==> config.mk <==
export PLATFORM = sky130hd
export DESIGN_NAME = escaped_name_unescape_decoder
export DESIGN_NICKNAME = d
export VERILOG_FILES = /design/src/rtl/eud_pkg.sv /design/src/rtl/escaped_name_unescape_decoder.sv /design/src/rtl/eud_decode.sv
export VERILOG_INCLUDE_DIRS = /design/src /design/src/rtl
export SDC_FILE = /design/constraint.sdc
export NUM_CORES = 1
export LEC_CHECK = 0
export BUFFER_PORTS_ARGS = -buffer_cell sky130_fd_sc_hd__buf_2
export CORE_MARGIN = 10
export CORE_UTILIZATION = 30
export DETAILED_ROUTE_END_ITERATION = 8
export SYNTH_ARGS = -nofsm -noshare
export SYNTH_HDL_FRONTEND = slang
export SYNTH_SLANG_ARGS = --single-unit
==> constraint.sdc <==
create_clock -name aclk -period 7 [get_ports aclk]
set_clock_uncertainty 0.15 [all_clocks]
set_input_delay 0.35 -clock aclk [delete_from_list [all_inputs] [get_ports aclk]]
set_output_delay 0.35 -clock aclk [all_outputs]
set_load 0.03 [all_outputs]
==> src/rtl/assert_macros.svh <==
// ----------------------------------------------------------------------------
// Assertion macros
// Shared concurrent assertion wrappers for the escaped-name decoder RTL.
// ----------------------------------------------------------------------------
`ifndef ASSERT_MACROS_SVH
`define ASSERT_MACROS_SVH

// Clocked assertion, disabled while the active-low reset is asserted.
`define ASSERT_CLK_RSTN(label, clk, rstn, prop, msg) \
    label: assert property (@(posedge clk) disable iff (!(rstn)) (prop)) else $error(msg);

// Clocked assertion that also holds during reset.
`define ASSERT_CLK(label, clk, prop, msg) \
    label: assert property (@(posedge clk) (prop)) else $error(msg);

`endif

==> src/rtl/eud_pkg.sv <==
// ----------------------------------------------------------------------------
// eud_pkg
// Types, constants and character helpers for the escaped-name decoder.
// ----------------------------------------------------------------------------
`default_nettype none

package eud_pkg;

    localparam logic [7:0] ESC_CHAR        = 8'h5F;  // underscore
    localparam logic [7:0] CASE_FOLD       = 8'h20;
    localparam logic [3:0] HEX_LETTER_BASE = 4'd10;

    // Decode phase, one-hot
    typedef enum logic [3:0] {
        PH_PLAIN = 4'b0001,  // ordinary bytes
        PH_ESC   = 4'b0010,  // after an underscore
        PH_HEX   = 4'b0100,  // after the high hex digit
        PH_DROP  = 4'b1000   // discarding the rest of an aborted name
    } phase_t;

    typedef struct packed {
        logic [7:0] data;
        logic       error;
        logic       last;
    } result_t;

    typedef struct packed {
        phase_t     phase;
        logic [3:0] nibble;
        logic       emit;
        result_t    res;
    } dec_out_t;

    typedef struct packed {
        logic       hit;
        logic [7:0] ch;
    } code_t;

    function automatic logic hex_test(input logic [7:0] c);
        logic [7:0] f;
        f = c | CASE_FOLD;
        return (c >= "0" && c <= "9") || (f >= "a" && f <= "f");
    endfunction

    function automatic logic [3:0] hex_value(input logic [7:0] c);
        logic [7:0] f;
        logic [7:0] v;
        f = c | CASE_FOLD;
        if (c >= "0" && c <= "9") begin
            v = c - "0";
        end else begin
            v = f - "a" + {4'd0, HEX_LETTER_BASE};
        end
        return v[3:0];
    endfunction

    function automatic code_t code_letter(input logic [7:0] c);
        code_t r;
        r.hit = 1'b1;
        unique case (c)
            "_":     r.ch = "_";
            "s":     r.ch = "/";
            "i":     r.ch = "\\";
            "p":     r.ch = ".";
            "t":     r.ch = "~";
            "r":     r.ch = " ";
            "q":     r.ch = "?";
            "h":     r.ch = ":";
            "n":     r.ch = "*";
            "l":     r.ch = "+";
            default: begin
                r.hit = 1'b0;
                r.ch  = 8'h00;
            end
        endcase
        return r;
    endfunction

endpackage

`default_nettype wire

==> src/rtl/escaped_name_unescape_decoder.sv <==
// Path: a taken input beat is held in the input register, then decoded
//   into the result register.
// Throughput: one input beat per cycle, set by the one-step decode between
//   the input register and the result register; stalls only on m_tready.
// Reset: synchronous, active low; phase returns to plain, both stages empty.
// ----------------------------------------------------------------------------
// escaped_name_unescape_decoder
// Underscore-escape name decoder: one escaped byte in, zero or one byte out.
// ----------------------------------------------------------------------------
`default_nettype none

`include "assert_macros.svh"

module escaped_name_unescape_decoder (
    input  wire logic       aclk,
    input  wire logic       aresetn,
    // input channel
    input  wire logic       s_tvalid,
    output logic            s_tready,
    input  wire logic [7:0] s_tdata,   // [7:0] in_byte
    input  wire logic       s_tlast,   // in_last
    // result channel
    output logic            m_tvalid,
    input  wire logic       m_tready,
    output logic [7:0]      m_tdata,   // [7:0] out_byte
    output logic            m_tuser,   // [0] out_error
    output logic            m_tlast    // out_last
);
    import eud_pkg::*;

    // Input stage
    logic       in_valid_reg, in_valid_next;
    logic [7:0] in_byte_reg;
    logic       in_last_reg;

    // Decode state
    phase_t     phase_reg, phase_next;
    logic [3:0] nibble_reg, nibble_next;

    // Result stage
    logic       out_valid_reg, out_valid_next;
    result_t    out_reg;

    logic       s_accept;
    logic       out_free;
    logic       in_go;
    dec_out_t   dec;

    // The result register is free when empty or being drained this cycle.
    assign out_free = !out_valid_reg || m_tready;
    // Advance the input beat into decode whenever the result stage can take it.
    assign in_go    = in_valid_reg && out_free;
    // Accept a new beat whenever the input register is empty or moving on.
    assign s_tready = !in_valid_reg || out_free;
    assign s_accept = s_tvalid && s_tready;

    eud_decode u_decode (
        .phase   (phase_reg),
        .nibble  (nibble_reg),
        .in_byte (in_byte_reg),
        .in_last (in_last_reg),
        .dec     (dec)
    );

    always_comb begin
        in_valid_next  = in_valid_reg;
        out_valid_next = out_valid_reg;
        phase_next     = phase_reg;
        nibble_next    = nibble_reg;

        if (s_accept) begin
            in_valid_next = 1'b1;
        end else if (in_go) begin
            in_valid_next = 1'b0;
        end

        if (in_go) begin
            // Escape bytes mid-sequence and dropped bytes load nothing.
            out_valid_next = dec.emit;
            phase_next     = dec.phase;
            nibble_next    = dec.nibble;
        end else if (m_tready) begin
            out_valid_next = 1'b0;
        end
    end

    // Control registers
    always_ff @(posedge aclk) begin
        if (!aresetn) begin
            in_valid_reg  <= 1'b0;
            out_valid_reg <= 1'b0;
            phase_reg     <= PH_PLAIN;
            nibble_reg    <= 4'd0;
        end else begin
            in_valid_reg  <= in_valid_next;
            out_valid_reg <= out_valid_next;
            phase_reg     <= phase_next;
            nibble_reg    <= nibble_next;
        end
    end

    // Payload registers: hold until the stage moves
    always_ff @(posedge aclk) begin
        if (s_accept) begin
            in_byte_reg <= s_tdata;
            in_last_reg <= s_tlast;
        end
        if (in_go && dec.emit) begin
            out_reg <= dec.res;
        end
    end

    assign m_tvalid = out_valid_reg;
    assign m_tdata  = out_reg.data;
    assign m_tuser  = out_reg.error;
    assign m_tlast  = out_reg.last;

    // An error beat carries a zero byte and closes the name.
    `ASSERT_CLK_RSTN(a_err_beat_form, aclk, aresetn,
        (m_tvalid && m_tuser) |-> (m_tdata == 8'h00 && m_tlast), "error beat malformed")

    // An error on a non-final byte must send the decoder into the drop phase.
    `ASSERT_CLK_RSTN(a_err_enters_drop, aclk, aresetn,
        (in_go && dec.emit && dec.res.error && !in_last_reg) |=> (phase_reg == PH_DROP),
        "error mid-name did not enter drop phase")

    // Nothing is produced while an aborted name is being discarded.
    `ASSERT_CLK_RSTN(a_drop_silent, aclk, aresetn,
        (in_valid_reg && phase_reg == PH_DROP) |-> !dec.emit, "result emitted while dropping")

    // The result stage never fills without a decoded beat behind it.
    `ASSERT_CLK_RSTN(a_out_source, aclk, aresetn,
        ($rose(m_tvalid)) |-> $past(in_go && dec.emit), "result beat without a source")

endmodule

`default_nettype wire

==> src/rtl/eud_decode.sv <==
// ----------------------------------------------------------------------------
// eud_decode
// Single-step decode of one escaped byte against the current phase.
// ----------------------------------------------------------------------------
`default_nettype none

module eud_decode (
    input  wire eud_pkg::phase_t   phase,
    input  wire logic [3:0]        nibble,
    input  wire logic [7:0]        in_byte,
    input  wire logic              in_last,
    output eud_pkg::dec_out_t      dec
);
    import eud_pkg::*;

    code_t code;

    assign code = code_letter(in_byte);

    always_comb begin
        dec.phase  = phase;
        dec.nibble = nibble;
        dec.emit   = 1'b0;
        dec.res    = '0;

        unique case (phase)
            PH_PLAIN: begin
                if (in_byte == ESC_CHAR) begin
                    if (in_last) begin
                        dec.emit      = 1'b1;
                        dec.res.error = 1'b1;
                        dec.res.last  = 1'b1;
                        dec.phase     = PH_PLAIN;
                    end else begin
                        dec.phase = PH_ESC;
                    end
                end else begin
                    dec.emit     = 1'b1;
                    dec.res.data = in_byte;
                    dec.res.last = in_last;
                end
            end
            PH_ESC: begin
                if (hex_test(in_byte) && !in_last) begin
                    dec.nibble = hex_value(in_byte);
                    dec.phase  = PH_HEX;
                end else if (!hex_test(in_byte) && code.hit) begin
                    dec.emit     = 1'b1;
                    dec.res.data = code.ch;
                    dec.res.last = in_last;
                    dec.phase    = PH_PLAIN;
                end else begin
                    // cut-short escape or unknown letter
                    dec.emit      = 1'b1;
                    dec.res.error = 1'b1;
                    dec.res.last  = 1'b1;
                    dec.phase     = in_last ? PH_PLAIN : PH_DROP;
                end
            end
            PH_HEX: begin
                dec.emit = 1'b1;
                if (hex_test(in_byte)) begin
                    dec.res.data = {nibble, hex_value(in_byte)};
                    dec.res.last = in_last;
                    dec.phase    = PH_PLAIN;
                end else begin
                    dec.res.error = 1'b1;
                    dec.res.last  = 1'b1;
                    dec.phase     = in_last ? PH_PLAIN : PH_DROP;
                end
            end
            PH_DROP: begin
                if (in_last) begin
                    dec.phase = PH_PLAIN;
                end
            end
            default: begin
                dec.phase = PH_PLAIN;
            end
        endcase
    end

endmodule

`default_nettype wire

==> out/metrics.cfg, run 1 <==
[worst_setup_path]
startpoint_type=flop
critPathArrivalTime_ns=2.94
cp_max_fo=10
worstSetupEndpointType=flop
cp.required_ns=6.77
crit_type=reg2reg

[power_and_ir_drop]
peakVddDrop_uv=81.2
power.switching_uw=102
power.share.clock_pct=40.8
power_uw=411
leakagePower_nw=0.740
switching_share_pct=24.8
p_comb_share_pct=10.7
p_int_uw=309
power_density_mw_per_mm2=195
p_seq_share_pct=48.4

[grt]
antenna_found_initial=0
grt_max_degree=20
grt_usage_pct=8.80
grt_overflow=0
grt_pass1_vias=1404
grt_pass1_wl_um=7020

[die]
core_mm2=0.00592
io_pins=25
rows=28
die_w_um=98.2
die_area_mm2=0.00964
initial_utilization_pct=31.0
die_h_um=98.2

[logic_synthesis]
syn_inst=175
syn_area_mm2=0.00183
synth_edf_count=19
synth_fp_nets=193
ys.warnings.count=0
ys.flop_type=edfxtp_1
yosysSeqAreaShare_pct=42.0
ys_ff_latch=29
synth_area_per_cell_um2=10.5
ys_types=60
async_reset_ff_share_pct=0

[drt]
drc=0
wirelength_um=4260
wire_per_inst_um=15.5
met3_length_um=300
viasPerCell=5.30
wl_met1_um=2090
first_pass_iters=4
vias=1458
drt_iter0_drc=213
top_layer_used=met4
drtAntennaViolNets=0
wl_met2_um=1810

[run_status]
status=completed

[cts]
htree_num_levels=2
clk_pin_slew_ns=0.06
cts_setup_buffers=0
cts_repair_resize_count=0
clockRootBuffer=clkbuf_8
clk-insertion-delay-late_ns=0.29
numCtsBuffers=5
cts_hold_buf=0
cts_tree=built
cts_max_path_buffers=2
cts_num_sinks=29

[layout]
fin_nets=217
areaGrowthSynthToFinish_pct=15.2
final_layout_size_suffix_gt1_share_pct=21.0
antenna_cells=0

[timing]
tightestPinTransition_ns=0.774
relSlewSlack_pct=47.6
max_freq_ghz=0.315
finalHoldViolations=0
slew_viol_final=0
fin_setup_tns_ns=0
finalSetupViolCount=0
layout_min_cycle_time_ns=3.18
rsz0062_at_grt=no
period_share_pct=45.4
whs_ns=0.0833

[hold_path]
min_path_type=in2reg

[flow_run]
max-cap-violations=0

[placed_design]
gp_congestion=0.826
io_buffers=24
dp_hpwl_um=3200

-- final cells by class --
class | count | area, um^2
tap | 75 | 93.8
multi-input combinational | 135 | 1000
sequential | 29 | 771
inverter | 4 | 15.0
fill | 605 | 3810
timing repair buffer | 24 | 120
clock buffer | 8 | 111
-- power groups by stage --
stage / registers (mW) / logic, mW / clock network [mW]
6_report: 0.199 / 0.0442 / 0.168
5_1_grt: 0.200 / 0.0487 / 0.179
4_1_cts: 0.199 / 0.0443 / 0.170
3_5_place_dp: 0.202 / 0.0441 / 0
3_3_place_gp: 0.202 / 0.0442 / 0
2_1_floorplan: 0.204 / 0.0293 / 0
-- per-layer routing --
| metal | vias to the layer above | track usage (%) |
|---|---|---|
| li1 | 731 | - |
| met1 | 665 | 12.0 |
| met2 | 53 | 11.8 |
| met3 | 9 | 3.03 |
| met4 | 0 | 4.41 |
| met5 | - | 0 |
-- cells in the final DEF (no fill, tap or decap), types with 5 or more instances in the layout --
cell / Yosys / routed
a21oi_1: 7 / 7
a22oi_1: 6 / 6
buf_2: 2 / 24
clkbuf_8: 0 / 6
dfxtp_1: 10 / 10
edfxtp_1: 19 / 19
ha_1: 5 / 5
nand2_1: 12 / 12
nor2_1: 13 / 13
nor2b_1: 6 / 6
o21ai_0: 12 / 12
-- per-stage QoR --
stage	instance area, um^2	setup WS, ns	cells	util [%]
final	2110	3.82	275	35.7
after floorplan	1830	4.11	175	-
after global placement	2000	3.92	267	33.8
after CTS	2110	3.81	275	35.7
after global routing	2110	3.60	275	35.7
after detailed placement	2000	3.83	267	33.8
-- synth_stat cells (all sizes together) (3+ instances only) --
cell,n,area [um^2]
a22oi,6,45.0
or4b,4,43.8
a21oi,9,60.1
nor3,3,15.0
nor2b,6,37.5
ha,5,62.6
buf,5,40.0
nor2,13,48.8
inv,4,15.0
nand2b,4,25.0
o22ai,3,18.8
xor2,3,26.3
nand3,3,20.0
nand2,12,45.0
a211oi,4,30.0
o21bai,3,33.8
nor4b,3,41.3
mux2i,3,30.0
o21ai,12,60.1
nor3b,3,22.5
edfxtp,19,571
dfxtp,10,200
a21boi,3,22.5
-- logic make-up (layout without fill, tap and decap cells) --
logic type | after synthesis | after routing | share of synthesized area, %
buffers and inverters | 11 | 36 | 3.41
AO/OA/AOI/OAI | 58 | 58 | 24.8
XOR/XNOR | 4 | 4 | 1.91
adder cells (fa/ha/maj) | 5 | 5 | 3.41
multiplexers | 4 | 4 | 2.25
AND/OR/NAND/NOR | 64 | 64 | 22.1
flip-flops | 29 | 29 | 42.0
-- critical path, cell delays in order (launching register included) --
cell,delay [ns]
edfxtp_1,0.51
ha_1,0.35
or4b_2,0.74
nand3_2,0.17
a21o_1,0.18
a211oi_1,0.11
nor2_1,0.60
-- final timing paths --
path / start / endpoint / slack [ns] / cells past startpoint
max: in_byte_reg[0] / m_tdata[4] / 3.82 / 6
min reg2reg: nibble_reg[1] / nibble_reg[1] / 0.38 / 2
max reg2reg: in_byte_reg[0] / m_tdata[4] / 3.82 / 6
min: s_tdata[7] / in_byte_reg[7] / 0.08 / 1
Power figures use the tool's default switching activity.
==> run 2, diff against run 1 <==
- ABC_AREA: not set -> 1
- clock period: 7 -> 2.8 ns (I/O delays scaled with it)
==> out/metrics.cfg, run 2 <==
[grt]
grt_pass1_vias=1467  ; +4.5%
grt_max_degree=13  ; -35%
grt_usage_pct=9.00  ; +0.21 points
antenna_found_initial=0  ; unchanged
grt_pass1_wl_um=6600  ; -5.9%
grt_overflow=0  ; unchanged

[worst_setup_path]
startpoint_type=flop
reg2regPathDepth=13  ; +7
slowest_stage=edfxtp_1
cpMostUsedCell=nand2_1
cp.required_ns=2.59  ; -4.18 ns
cp_max_fo=10  ; unchanged
worst-r2r-setup-slack_ns=0.42  ; -3.40 ns
path_cells=inv_1, ha_1, inv_1, nand2_1, nor2_1, nand2_1, nand2_1, nand2_4, nand2_4, nand2_2, nand2_1, nand2_1, inv_1
critPathArrivalTime_ns=2.17  ; -0.77 ns
path_buf_inv=3  ; +3
slowest_delay_ns=0.42  ; -0.32 ns
crit_type=reg2reg
cpLargestDelayFamily=simple AND/OR/NAND/NOR gates
worstSetupEndpointType=flop
cp.depth=13  ; +7

[die]
core_mm2=0.00557  ; -5.9%
die_h_um=96.0  ; -2.2%
io_pins=25  ; unchanged
initial_utilization_pct=31.1  ; +0.15 points
die_area_mm2=0.00922  ; -4.3%
rows=27  ; -3.6%
die_w_um=96.0  ; -2.2%

[layout]
layout_commonest_cell=nand2_1
final_layout_size_suffix_gt1_share_pct=20.5  ; -0.55 points
final_cell_count_no_fill=336  ; +22%
fin_area_mm2=0.00212  ; +0.47%
fin_nets=281  ; +29%
fill_cells=575  ; -5.0%
antenna_cells=0  ; unchanged
layout_common_cells=65 x nand2_1, 25 x inv_1, 24 x buf_2
areaGrowthSynthToFinish_pct=22.3

[cts]
clockRootBuffer=clkbuf_8
cts_max_path_buffers=2  ; unchanged
cts_num_sinks=29  ; unchanged
htree_num_levels=2  ; unchanged
clk_pin_slew_ns=0.06  ; about the same
cts_setup_buffers=0  ; unchanged
clk-insertion-delay-late_ns=0.28  ; about the same
cts_repair_resize_count=0  ; unchanged
numCtsBuffers=5  ; unchanged
cts_tree=built

[placed_design]
dp.cells=318  ; +19%
dp_hpwl_um=3010  ; -6.0%
io_buffers=24  ; unchanged
gp_congestion=0.897  ; +8.5%
placed_cell_area_mm2=0.00194  ; -2.9%

[drt]
wire_per_inst_um=11.3  ; -27%
drtAntennaViolNets=0  ; unchanged
wirelength_um=3810  ; -11%
viasPerCell=4.55  ; -14%
first_pass_iters=4  ; unchanged
vias=1529  ; +4.9%
drt_iter0_drc=137  ; -36%
drc=0  ; unchanged

[logic_synthesis]
synth_compound_area_share_pct=11.3  ; -14 points
yosys.area.top_type=edfxtp_1
synth_top_family_by_area=simple AND/OR/NAND/NOR gates
synth-adder-area-share_pct=3.61  ; +0.19 points
synthMuxAreaShare_pct=0  ; -2.3 points
yosysSeqAreaShare_pct=44.4  ; +2.4 points
ys_ff_latch=29  ; unchanged
async_reset_ff_share_pct=0  ; unchanged
syn_inst=223  ; +27%
synth_area_per_cell_um2=7.78  ; -26%
syn_area_mm2=0.00173  ; -5.4%
synth-simple-area-share_pct=31.5  ; +9.4 points
ys.warnings.count=0  ; unchanged
synth_edf_count=19  ; unchanged
yosys-top-cells-count=65 x nand2_1, 25 x inv_1, 19 x edfxtp_1, 19 x nor2_1, 17 x nand3_1
yosys-top-cells-area=edfxtp_1 33%, nand2_1 14%, dfxtp_1 12%
ys.flop_type=edfxtp_1
synth_fp_nets=241  ; +25%
synth_top_area_share_pct=32.9  ; +1.8 points
yosysMostFrequentCell=nand2_1
yosys.area_share.xor_xnor_pct=1.01  ; -0.90 points
ys_types=29  ; -52%

[run_status]
status=completed

[timing]
layout_min_cycle_time_ns=2.38  ; -0.803 ns
finalHoldViolations=0  ; unchanged
fin_setup_tns_ns=0  ; unchanged
period_share_pct=84.9  ; +39 points
slew_viol_final=0  ; unchanged
relSlewSlack_pct=75.0  ; +27 points
finalSetupViolCount=0  ; unchanged
rsz0062_at_grt=no
max_freq_ghz=0.421  ; +34%
tightestPinTransition_ns=0.375  ; -0.400 ns

[power_and_ir_drop]
leakagePower_nw=0.956  ; +29%
peakVddDrop_uv=355  ; +340%
power_density_mw_per_mm2=440  ; +130%

[hold_path]
min_path_type=in2reg
hold_depth=4  ; +3

[flow_run]
max-cap-violations=0  ; unchanged

run 2: changes by cell type after synthesis, moves of 5 or more:
| cell | previous run | this run |
|---|---|---|
| o21ai_0 | 12 | 4 |
| o211ai_1 | 1 | 6 |
| nand3_1 | 2 | 17 |
| a21oi_1 | 7 | 15 |
| nor2b_1 | 6 | 0 |
| nand2_1 | 12 | 65 |
| a22oi_1 | 6 | 0 |
| inv_1 | 4 | 25 |
| nor2_1 | 13 | 19 |
| inv_2 | 0 | 8 |
run 2: path summary, 6_finish.rpt:
| path | from | endpoint |
|---|---|---|
| hold reg to reg | nibble_reg[2] | nibble_reg[2] |
| hold / removal | m_tready | m_tvalid |
| setup reg to reg | in_byte_reg[1] | m_tdata[0] |
| setup / recovery | in_byte_reg[1] | m_tdata[0] |
run 2: area by class of cell:
type	count	area (um^2)	share of cell area, %
clock buffers	7	76.3	3.60
inverters	36	138	6.49
well taps	72	90.1	4.25
flip-flops and latches	29	771	36.3
multi-input cells	157	822	38.8
repair buffers	34	220	10.4
clock inverters	1	3.75	0.177
run 2: logic make-up (layout without fill, tap and decap cells):
| group | count (synthesis) | in the layout |
|---|---|---|
| simple gates | 118 | 118 |
| buf+inv | 37 | 78 |
| compound gates | 32 | 32 |
| flops | 29 | 29 |
| fa+ha+maj | 5 | 5 |
| xor+xnor | 2 | 2 |
run 2: tightest hold or removal path, stage by stage:
cell	delay, ns
buf_2	0.07
inv_1	0.04
nand2_1	0.09
a21oi_1	0.07
run 2: metal layers:
layer,global-route usage (%),part of all wire (%),vias to the layer above
li1,-,-,804
met5,0,0,-
met2,13.3,41,46
met4,3.56,1.9,0
met1,11.7,50,669
met3,3.19,7.9,10
run 2: power breakdown:
| group | switching, mW | internal (mW) |
|---|---|---|
| Sequential | 0.0139 | 0.478 |
| Combinational | 0.0832 | 0.0455 |
| Clock | 0.140 | 0.172 |
run 2: per-stage QoR:
stage               power [mW]  setup slack, ns  utilization [%]  hold slack (ns)
CTS                      0.942            0.433             38.0           0.0308
finish                   0.933            0.424             38.0           0.0408
global route             0.986            0.180             38.0           0.0664
floorplan                0.582            0.675                -           0.0889
global placement         0.619            0.473             34.8            0.167
detailed placement       0.619            0.458             34.8            0.168
run 2: what timing repair did:
action	4_1_cts	5_1_grt
hold buffers	10	0
endpoints found under the setup margin	0	0
endpoints found under the hold margin	10	0
